**src/rtl/core/rfs_pkg.sv**
```systemverilog
// Shared types and constants for the repeat frame suppressor.
package rfs_pkg;

  localparam int unsigned ENTRIES_DEF = 32;

  localparam int unsigned FID_W  = 12;
  localparam int unsigned CMD_W  = 8;
  localparam int unsigned SUM_W  = 16;
  localparam int unsigned TIME_W = 64;
  localparam int unsigned TMO_W  = 32;
  localparam int unsigned CFG_AW = 1;
  localparam int unsigned CFG_DW = 32;

  localparam logic [CFG_AW-1:0] REG_TIMEOUT    = 1'd0;
  localparam logic [CFG_AW-1:0] REG_AUTO_STORE = 1'd1;

  localparam logic [TMO_W-1:0] TIMEOUT_RST = 32'd1000000;

  localparam logic OP_CHECK   = 1'b0;
  localparam logic OP_PRELOAD = 1'b1;

  // one table entry as stored in the key/record RAM
  typedef struct packed {
    logic              id_only;
    logic [FID_W-1:0]  fid;
    logic [CMD_W-1:0]  cmd;
    logic [SUM_W-1:0]  sum;
    logic [TIME_W-1:0] stamp;
  } entry_t;

  localparam int unsigned ENTRY_W = $bits(entry_t);

endpackage

```
**src/rtl/core/rfs_ram.sv**
```systemverilog
// Generic single write port RAM with registered read.
module rfs_ram #(
  parameter int unsigned WIDTH = 8,
  parameter int unsigned DEPTH = 32
) (
  input  logic                     clk,
  input  logic                     we,
  input  logic [$clog2(DEPTH)-1:0] waddr,
  input  logic [WIDTH-1:0]         wdata,
  input  logic [$clog2(DEPTH)-1:0] raddr,
  output logic [WIDTH-1:0]         rdata
);

  logic [WIDTH-1:0] mem [DEPTH];

  always_ff @(posedge clk) begin
    if (we) begin
      mem[waddr] <= wdata;
    end
    rdata <= mem[raddr];
  end

endmodule

```
**src/rtl/core/repeat_frame_suppressor_top.sv**
```systemverilog
// Top level of the repeat frame suppressor: entry scan sequencer and update.
//
// Input channel (in_valid/in_ready) carries one beat per frame: a check of a
// received frame (opcode 0) or a preload of a watched key (opcode 1).
// Output channel (out_valid/out_ready) returns one beat per input beat with
// repeat_res and table_full, in input order.
// An accepted beat is matched against the table by a scan that reads one
// RAM entry per cycle through a single key comparator; the scan stops at the
// first exact key hit. in_ready is low from accept until the update cycle
// has pushed the result into the output register; the next beat can be
// taken while that result still waits for out_ready.
// If the receiver stalls with a result pending, the next beat's scan runs
// but its update holds until the pending result is taken.
// Reset (rst, synchronous) empties the table by clearing the fill count,
// drops any pending result and loads the default registers: repeat_timeout
// 1000000, auto_store 0. Configuration writes take effect at once.
module repeat_frame_suppressor_top #(
  parameter int unsigned ENTRIES = rfs_pkg::ENTRIES_DEF
) (
  input  logic                      clk,
  input  logic                      rst,
  input  logic                      in_valid,
  output logic                      in_ready,
  input  logic                      opcode,
  input  logic [rfs_pkg::FID_W-1:0]  frame_id,
  input  logic [rfs_pkg::CMD_W-1:0]  command_byte,
  input  logic                      ignore_command,
  input  logic [rfs_pkg::SUM_W-1:0]  checksum,
  input  logic [rfs_pkg::TIME_W-1:0] now,
  output logic                      out_valid,
  input  logic                      out_ready,
  output logic                      repeat_res,
  output logic                      table_full,
  input  logic                      cfg_we,
  input  logic [rfs_pkg::CFG_AW-1:0] cfg_addr,
  input  logic [rfs_pkg::CFG_DW-1:0] cfg_wdata
);

  import rfs_pkg::*;

  localparam int unsigned AW = $clog2(ENTRIES);
  localparam int unsigned CW = $clog2(ENTRIES + 1);

  typedef enum logic [1:0] {
    IDLE,
    SCAN,
    UPDATE
  } state_t;

  state_t state;

  // configuration
  logic [TMO_W-1:0] repeat_timeout;
  logic             auto_store;

  // latched item
  logic              it_op;
  logic [FID_W-1:0]  it_fid;
  logic [CMD_W-1:0]  it_cmd;
  logic              it_ign;
  logic [SUM_W-1:0]  it_sum;
  logic [TIME_W-1:0] it_now;

  logic [CW-1:0] fill_count;
  logic [CW-1:0] iss_cnt;
  logic          rd_pend;
  logic [AW-1:0] rd_idx;

  // primary hit: exact key (check) or the preload's own key kind
  logic              hit_a;
  logic [AW-1:0]     idx_a;
  logic [SUM_W-1:0]  sum_a;
  logic [TIME_W-1:0] time_a;
  // secondary hit: identifier-only key, check beats only
  logic              hit_b;
  logic [AW-1:0]     idx_b;
  logic [SUM_W-1:0]  sum_b;
  logic [TIME_W-1:0] time_b;

  entry_t        rd_ent;
  logic [ENTRY_W-1:0] rd_data;
  logic          wr_en;
  logic [AW-1:0] wr_addr;
  entry_t        wr_ent;

  assign rd_ent = entry_t'(rd_data);

  rfs_ram #(
    .WIDTH (ENTRY_W),
    .DEPTH (ENTRIES)
  ) u_ram (
    .clk   (clk),
    .we    (wr_en),
    .waddr (wr_addr),
    .wdata (wr_ent),
    .raddr (iss_cnt[AW-1:0]),
    .rdata (rd_data)
  );

  // shared key comparator on the entry read last cycle
  logic fid_eq, full_hit, idonly_hit, prim_hit, sec_hit;

  always_comb begin
    fid_eq     = rd_ent.fid == it_fid;
    full_hit   = !rd_ent.id_only && fid_eq && (rd_ent.cmd == it_cmd);
    idonly_hit = rd_ent.id_only && fid_eq;
    prim_hit   = rd_pend && ((it_op == OP_PRELOAD && it_ign) ? idonly_hit : full_hit);
    sec_hit    = rd_pend && (it_op == OP_CHECK) && idonly_hit;
  end

  logic issue, scan_done, table_room, upd_go;

  assign issue      = (state == SCAN) && (iss_cnt != fill_count) && !hit_a && !prim_hit;
  assign scan_done  = !rd_pend && (hit_a || (iss_cnt == fill_count));
  assign table_room = fill_count != CW'(ENTRIES);
  assign upd_go     = (state == UPDATE) && (!out_valid || out_ready);
  assign in_ready   = (state == IDLE);

  // update decision, one wide subtract and compare
  logic              sel_hit;
  logic [AW-1:0]     sel_idx;
  logic [SUM_W-1:0]  sel_sum;
  logic [TIME_W-1:0] sel_time;
  logic [TIME_W-1:0] age;
  logic              timed_out;
  logic              upd_rep, upd_full, upd_add;

  always_comb begin
    sel_hit   = hit_a || hit_b;
    sel_idx   = hit_a ? idx_a : idx_b;
    sel_sum   = hit_a ? sum_a : sum_b;
    sel_time  = hit_a ? time_a : time_b;
    age       = it_now - sel_time;
    timed_out = age >= {{(TIME_W - TMO_W){1'b0}}, repeat_timeout};

    wr_en    = 1'b0;
    wr_addr  = fill_count[AW-1:0];
    upd_rep  = 1'b0;
    upd_full = 1'b0;
    upd_add  = 1'b0;
    wr_ent.id_only = it_ign;
    wr_ent.fid     = it_fid;
    wr_ent.cmd     = it_ign ? '0 : it_cmd;
    wr_ent.sum     = '0;
    wr_ent.stamp   = '0;

    if (it_op == OP_PRELOAD) begin
      if (hit_a) begin
        wr_en   = upd_go;
        wr_addr = idx_a;
      end else if (table_room) begin
        wr_en   = upd_go;
        upd_add = 1'b1;
      end else begin
        upd_full = 1'b1;
      end
    end else begin
      wr_ent.sum   = it_sum;
      wr_ent.stamp = it_now;
      if (sel_hit) begin
        // rewrite the matched key as it was stored
        wr_ent.id_only = !hit_a;
        wr_ent.cmd     = hit_a ? it_cmd : '0;
        wr_addr        = sel_idx;
        if (sel_sum == it_sum && !timed_out) begin
          upd_rep = 1'b1;
        end else begin
          wr_en = upd_go;
        end
      end else if (auto_store) begin
        wr_ent.id_only = 1'b0;
        wr_ent.cmd     = it_cmd;
        if (table_room) begin
          wr_en   = upd_go;
          upd_add = 1'b1;
        end else begin
          upd_full = 1'b1;
        end
      end
    end
  end

  always_ff @(posedge clk) begin
    if (rst) begin
      state          <= IDLE;
      fill_count     <= '0;
      iss_cnt        <= '0;
      rd_pend        <= 1'b0;
      hit_a          <= 1'b0;
      hit_b          <= 1'b0;
      out_valid      <= 1'b0;
      repeat_timeout <= TIMEOUT_RST;
      auto_store     <= 1'b0;
    end else begin
      if (cfg_we) begin
        unique case (cfg_addr)
          REG_TIMEOUT:    repeat_timeout <= cfg_wdata[TMO_W-1:0];
          REG_AUTO_STORE: auto_store     <= cfg_wdata[0];
          default: ;
        endcase
      end

      if (out_valid && out_ready) begin
        out_valid <= 1'b0;
      end

      unique case (state)
        IDLE: begin
          if (in_valid) begin
            it_op   <= opcode;
            it_fid  <= frame_id;
            it_cmd  <= command_byte;
            it_ign  <= ignore_command;
            it_sum  <= checksum;
            it_now  <= now;
            iss_cnt <= '0;
            rd_pend <= 1'b0;
            hit_a   <= 1'b0;
            hit_b   <= 1'b0;
            state   <= SCAN;
          end
        end
        SCAN: begin
          rd_pend <= issue;
          if (issue) begin
            iss_cnt <= iss_cnt + CW'(1);
            rd_idx  <= iss_cnt[AW-1:0];
          end
          if (prim_hit && !hit_a) begin
            hit_a  <= 1'b1;
            idx_a  <= rd_idx;
            sum_a  <= rd_ent.sum;
            time_a <= rd_ent.stamp;
          end
          if (sec_hit && !hit_b) begin
            hit_b  <= 1'b1;
            idx_b  <= rd_idx;
            sum_b  <= rd_ent.sum;
            time_b <= rd_ent.stamp;
          end
          if (scan_done) begin
            state <= UPDATE;
          end
        end
        UPDATE: begin
          if (upd_go) begin
            out_valid  <= 1'b1;
            repeat_res <= upd_rep;
            table_full <= upd_full;
            if (upd_add) begin
              fill_count <= fill_count + CW'(1);
            end
            state <= IDLE;
          end
        end
        default: state <= IDLE;
      endcase
    end
  end

endmodule

```
**config.mk**
```make
export PLATFORM = sky130hd
export DESIGN_NAME = repeat_frame_suppressor_top
export DESIGN_NICKNAME = d
export VERILOG_FILES = /design/src/rtl/core/rfs_pkg.sv /design/src/rtl/core/rfs_ram.sv /design/src/rtl/core/repeat_frame_suppressor_top.sv
export SDC_FILE = /design/constraint.sdc
export NUM_CORES = 2
export LEC_CHECK = 0
export BUFFER_PORTS_ARGS = -buffer_cell sky130_fd_sc_hd__buf_2
export CELL_PAD_IN_SITES_DETAIL_PLACEMENT = 1
export CELL_PAD_IN_SITES_GLOBAL_PLACEMENT = 1
export CORE_MARGIN = 4
export CORE_UTILIZATION = 35
export CTS_BUF_LIST = sky130_fd_sc_hd__clkbuf_4
export DETAILED_ROUTE_END_ITERATION = 12
export PLACE_DENSITY_LB_ADDON = 0.1
export SKIP_LAST_GASP = 1
export SYNTH_ARGS = -nofsm -noshare
export SYNTH_HDL_FRONTEND = slang
export SYNTH_SLANG_ARGS = --single-unit
```
**constraint.sdc**
```tcl
create_clock -name clk -period 28.3 [get_ports clk]
set_input_delay 8.49 -clock clk [delete_from_list [all_inputs] [get_ports clk]]
set_output_delay 8.49 -clock clk [all_outputs]
set_load 0.02 [all_outputs]
```
# Word-level counts from Yosys, hierarchy flattened
# Memory sizes are Yosys's and may differ from the RTL's. A register that Yosys moved wholly into a read port is not among the register bits.
# Cells that the tools add are included.
[classes] muxes=50 eq_ne=14 addsub=3 reduce_logical=42 n_lt_le_gt_ge=1 bitwise_logic=4
[op_table] operator="88-bit two-way mux" count=1
[op_table] operator="64-bit by 32-bit >= comparator with 1-bit output" count=1
[op_table] operator="64-bit two-way mux" count=1
[op_table] operator="64-bit subtractor" count=1
[op_table] operator="8-bit two-way mux" count=4
[op_table] operator="3-bit AND reduction" count=10
[op_table] operator="1-bit two-way mux" count=29
[op_table] operator="5-bit two-way mux" count=4
[op_table] operator="16-bit == test" count=1
[op_table] operator="1-bit logical AND" count=16
[op_table] operator="16-bit two-way mux" count=1
[op_table] operator="6-bit by 1-bit adder with 6-bit output, second input constant" count=2
[op_table] operator="12-bit == test" count=1
[op_table] operator="6-bit two-way mux" count=2
[op_table] operator="6-bit case mux with 2 select lines" count=1
[op_table] operator="8-bit == test" count=1
[op_table] operator="2-bit inequality test, second input constant" count=4
[op_table] operator="1-bit logical NOT" count=7
[op_table] operator="6-bit == test" count=1
[op_table] operator="2-bit two-way mux" count=3
[op_table] operator="6-bit inequality test" count=1
[op_table] operator="6-bit inequality test, second input constant" count=1
[op_table] operator="1-bit case mux with 2 select lines" count=3
[op_table] operator="2-bit case mux with 3 select lines" count=1
[op_table] operator="other kinds (9)" count=17
[totals] n_memories=1 out_inout_bits=4 reg_bits=330 mem_bits_rw=3232 inputBits=140 wordCells=139
[memory_table] memory="u_ram.mem" depth=32 width=101 rd=1 rd_clocked_by_memory_dff=1 write_ports=1 line="rfs_ram.sv:14" rtl="logic [WIDTH-1:0] mem [DEPTH];"

# Depth between registers and ports, before layout
[depth] word_depth=10 ltp_mapped=31 depth_no_buf=24

# Cells and area by module
# A second synthesis with hierarchy kept.
[hier_totals] cells_unflattened=7487 area_unflattened_um2=142565.5
[by_module_without_submodules] mod="rfs_ram" instances=1 cells_per_inst=5880 area_per_inst_um2=124730.9
[by_module_without_submodules] mod="repeat_frame_suppressor_top" instances=1 cells_per_inst=1607 area_per_inst_um2=17834.6

# Worst setup path before layout
# Ideal clock, no wire load.
[synth_path] path_kind="input port to flip-flop" from="in out_ready" to="mem u_ram.mem[29][0] in the netlist's numbering (enable)" path_buffers=0 setup_slack_ns=8.861 path_stages=5 arrival_time_ns=18.631 setup_ns=0.809 cell_sequence="nand2b_1 nand2b_1 a21oi_1 nand2_1 nor4_1"
[synth_via] elab_chain_len=8 elab_cells_between_ends=10
[synth_lines] element="start, declared" line="repeat_frame_suppressor_top.sv:31" rtl="input logic out_ready,"
[synth_lines] element="1-bit logical OR *" line="repeat_frame_suppressor_top.sv:116" rtl="assign upd_go = (state == UPDATE) && (!out_valid || out_ready);"
[synth_lines] element="1-bit logical AND *" line="repeat_frame_suppressor_top.sv:116"
[synth_lines] element="1-bit two-way mux" line="repeat_frame_suppressor_top.sv:151, repeat_frame_suppressor_top.sv:173"
[synth_lines] element="1-bit two-way mux" line="repeat_frame_suppressor_top.sv:170" rtl="end else if (auto_store) begin"
[synth_lines] element="1-bit two-way mux" line="repeat_frame_suppressor_top.sv:160" rtl="if (sel_hit) begin"
[synth_lines] element="1-bit two-way mux *" line="repeat_frame_suppressor_top.sv:147" rtl="if (it_op == OP_PRELOAD) begin"
[synth_lines] element="1-bit two-way mux *" line="rfs_ram.sv:17" rtl="if (we) begin"
[synth_lines] element="1-bit two-way mux (not written as such) *" line="rfs_ram.sv:18" rtl="mem[waddr] <= wdata;"
[synth_lines] element="end, declared" line="rfs_ram.sv:14"
# Every way passes the cells marked *; elsewhere a longest branch is shown, timed or not.

# Worst setup path in the final report
[layout_path] from="in out_ready" to="mem u_ram.mem[27][72] in the netlist's numbering (enable)"
# The elaborated chain is that of the path after synthesis.

==> results.json <==
{
  "run_status": "completed",
  "overflow": 0,
  "seq_power_share_pct": 54.5,
  "drc": 0,
  "critPathBufInv": 3,
  "syn-mean-instance-area_um2": 22.37,
  "numPortBuffers": 143,
  "cap_violations": 0,
  "post-route-period-util_pct": 39.85,
  "viasPerCell": 5.242,
  "clock_sink_count": 3663,
  "crit_path_start": "out_ready",
  "grt_pass1_vias": 77212,
  "period_minus_slack_ns": 11.28,
  "synthAdderAreaFrac_pct": 0.8958,
  "synth_compound_area_share_pct": 1.646,
  "syn_to_final_growth_pct": 15.10,
  "setup_tns_ns": 0,
  "rsz0062_at_grt": "false",
  "core_mm2": 0.4032,
  "crit_type": "input pin to flop",
  "clkTransAtPathRegs_ns": 0.06,
  "die_w_um": 644.7,
  "p_sw_share_pct": 22.00,
  "path_cells": "buf_2, nand2b_1, nand2b_1, a21oi_1, nand3_1, nor3_2, buf_4, buf_4",
  "cts_tree": "yes",
  "start_util_pct": 35.19,
  "grt_start_max_net_pins": 124,
  "postCtsSetupBuffers": 0,
  "crit_family": "simple AND/OR/NAND/NOR gates",
  "wirelength_um": 420400,
  "relSlewSlack_pct": 10.92,
  "critPathArrivalTime_ns": 12.42,
  "worst_path_max_delay_cell": "nor3_2",
  "final-setup-viol-count": 0,
  "multiInputGateArea_mm2": 0.03240,
  "num_rows": 233,
  "routedWlPerCell_um": 30.94,
  "r2r-start": "hit_a",
  "die_h_um": 644.7,
  "timing.final.ws_setup_ns": 17.02,
  "slew_viol_final": 0,
  "crit_fanout": 44,
  "io_pins": 144,
  "grt_pass1_wl_um": 592500,
  "clockBufferDepth": 4,
  "dieArea_mm2": 0.4157,
  "yosys.area_share.simple_pct": 1.973,
  "cts_root_buf": "clkbuf_4",
  "synth_top_family_by_area": "multiplexers",
  "synth_cell_type_count": 79,
  "cpPeakStageDelay_ns": 1.09,
  "gp_congestion": 0.7973,
  "synthMuxAreaShare_pct": 17.46,
  "fill_cells": 38350,
  "synthXorXnorAreaFrac_pct": 0.5802,
  "antenna_found_initial": 43,
  "place_worst_setup_slack_ns": 15.40,
  "cts_max_level": 6,
  "switching_power_mw": 2.409,
  "drive_gt1_share_pct": 39.26,
  "worstMarginPinSlew_ns": 1.330,
  "post-dp-hpwl_um": 242600,
  "cts_buffers": 956,
  "required_ns": 29.44,
  "synthesis.nets": 6584,
  "p_leak_nw": 51.16,
  "nets": 7608,
  "insertion_delay_ns": 1.65,
  "combPwrFrac_pct": 2.4,
  "pwr-share-clk_pct": 43.1,
  "drt_first_iter_violations": 5702,
  "hold_viol_final": 0,
  "ys_ff_latch": 3663,
  "min_path_type": "flop to flop",
  "async_flop_share_pct": 0,
  "synthCells": 6343,
  "num_vias": 71222,
  "seq_area_mm2": 0.1085,
  "drtAntennaViolNets": 0,
  "cts_resized": 0,
  "p_int_mw": 8.542,
  "cts_hold_buf": 0,
  "endpoint_kind": "flop",
  "dr.pass1.iters": 7,
  "clock_skew_ns": 0.1635,
  "grtUsageTotal_pct": 19.98,
  "synth_area_mm2": 0.1419,
  "cp-start-kind": "input pin",
  "ys_seq_area_share_pct": 76.44,
  "power.density_mw_per_mm2": 67.05,
  "hold_path.startpoint": "u_ram.rdata[60]",
  "max_clock_freq_mhz": 88.68,
  "peakVddDrop_v": 0.00003524,
  "yosysWarnings": 0,
  "synth_ff_type": "edfxtp_1",
  "synth-edff-count": 3511
}
cell type report:
cell class              count  area share (%)
flip-flops and latches   3663           66.43
multi-input cells        2323           19.84
repair buffers            370           1.635
clock inverters           211          0.7553
inverters                  53          0.1218
diodes                     31         0.04749
well taps                5405           4.140
clock buffers            1531           7.037
sequential cells by signal, indices dropped and copies added, names as in the netlist, 8 cells and up:
signal and flops:
it_cmd 8, time_a 64, sum_b 16, it_now 64
it_sum 16, u_ram.mem 3232, time_b 64, it_fid 12
u_ram.rdata 101, sum_a 16, repeat_timeout 32
metal layers:
layer / vias up / part of all wire [%] / global-route usage (%)
li1: 29617 / - / -
met1: 38844 / 45 / 28.62
met2: 2164 / 48 / 32.27
met3: 581 / 5.0 / 3.059
met4: 16 / 1.7 / 4.565
met5: - / 0.024 / 0
Yosys cell counts (all sizes together), types with 10 or more instances:
library cell  count  area share, %
a211o            10          0.062
a211oi           11          0.058
a21o             22           0.12
a21oi           144           0.53
a31oi            11          0.048
and2             13          0.057
buf              97           0.31
clkbuf          207           0.55
dfxtp           152            2.1
edfxtp         3511             74
ha              100           0.88
inv              53           0.14
mux2            103           0.82
mux2i            87           0.61
mux4           1010             16
nand2           157           0.42
nand2b           10          0.044
nand3            26          0.092
nand4            48           0.21
nor2            111           0.29
nor2b            83           0.37
nor3             50           0.18
nor4             28           0.14
o211ai           11          0.058
o21a             18          0.095
o21ai            71           0.25
xnor2            53           0.33
xor2             41           0.25
power groups by stage:
stage	Clock [mW]	Sequential (mW)	Combinational [mW]
final	4.72	5.97	0.264
after global routing	5.20	5.97	0.290
after CTS	4.91	5.97	0.270
after detailed placement	0	6.09	0.270
after global placement	0	6.09	0.261
after floorplan	0	6.07	0.141
stage by stage:
stage | area (um^2) | hold WS (ns) | power (mW) | instances | utilization, %
after CTS | 163200 | 0.3580 | 11.15 | 13556 | 40.49
after global routing | 163300 | 0.3451 | 11.46 | 13559 | 40.49
after floorplan | 141900 | 0.4037 | 6.215 | 6343 | -
after detailed placement | 150500 | 0.4125 | 6.357 | 11814 | 37.33
after global placement | 150500 | 0.4052 | 6.349 | 11814 | 37.33
final | 163300 | 0.3325 | 10.95 | 13587 | 40.51
cell usage in the layout, fill, tap and decap left out, types with 12 or more instances in the layout:
cell type  count
mux2i_1       87
buf_4        207
buf_12        20
edfxtp_1    3511
ha_1         100
clkinv_2      20
nor2b_4       17
nor2b_1       38
clkinv_4      12
xor2_1        41
mux4_2      1010
nor2_1       110
nand3_1       26
nor3_2        28
nor2b_2       28
nand4_1       48
inv_1         53
clkbuf_4    1531
o21ai_0       68
a21o_1        22
nor4_1        19
mux2_2       103
nor3_1        22
dfxtp_1      146
xnor2_1       53
buf_2        143
o21a_1        18
clkinv_1     138
nand2_1      157
diode_2       31
and2_1        12
a21oi_1      138
final timing paths:
path                                           to  slack, ns  cells past startpoint
worst max-delay path            u_ram.mem[27][72]      17.02                      8
worst min-delay path                   time_a[60]       0.33                      0
worst max register to register  u_ram.mem[17][27]      18.36                     23
worst min register to register         time_a[60]       0.33                      0
worst reg2reg max path, cell delays in order, from the launching register on:
cell and delay, ns:
dfxtp_4 0.61, buf_4 0.72, buf_4 0.65, mux2i_1 0.51, ha_1 0.41, nand2_1 0.18, o21ai_0 0.22, a21oi_1 0.22
o21ai_0 0.21, xor2_1 0.19, ha_1 0.47, nor4_1 0.38, nand4_1 0.76, nor4_1 0.49, o2111ai_1 0.16, nor4_1 0.28
nand4_1 0.13, nor4_1 0.59, and4_2 0.37, buf_4 0.47, nor3_2 0.24, buf_4 0.40, buf_4 0.47, buf_4 0.41
cell families (layout without fill, tap and decap cells):
family                   count (synthesis)  after routing
flip-flops                            3663           3663
multiplexers                          1200           1200
AND/OR/NAND/NOR                        562            562
AO/OA/AOI/OAI                          366            366
buffers and inverters                  357           2165
adder cells (fa/ha/maj)                101            101
XOR/XNOR                                94             94
other                                    0             31
Power figures use the tool's default switching activity.
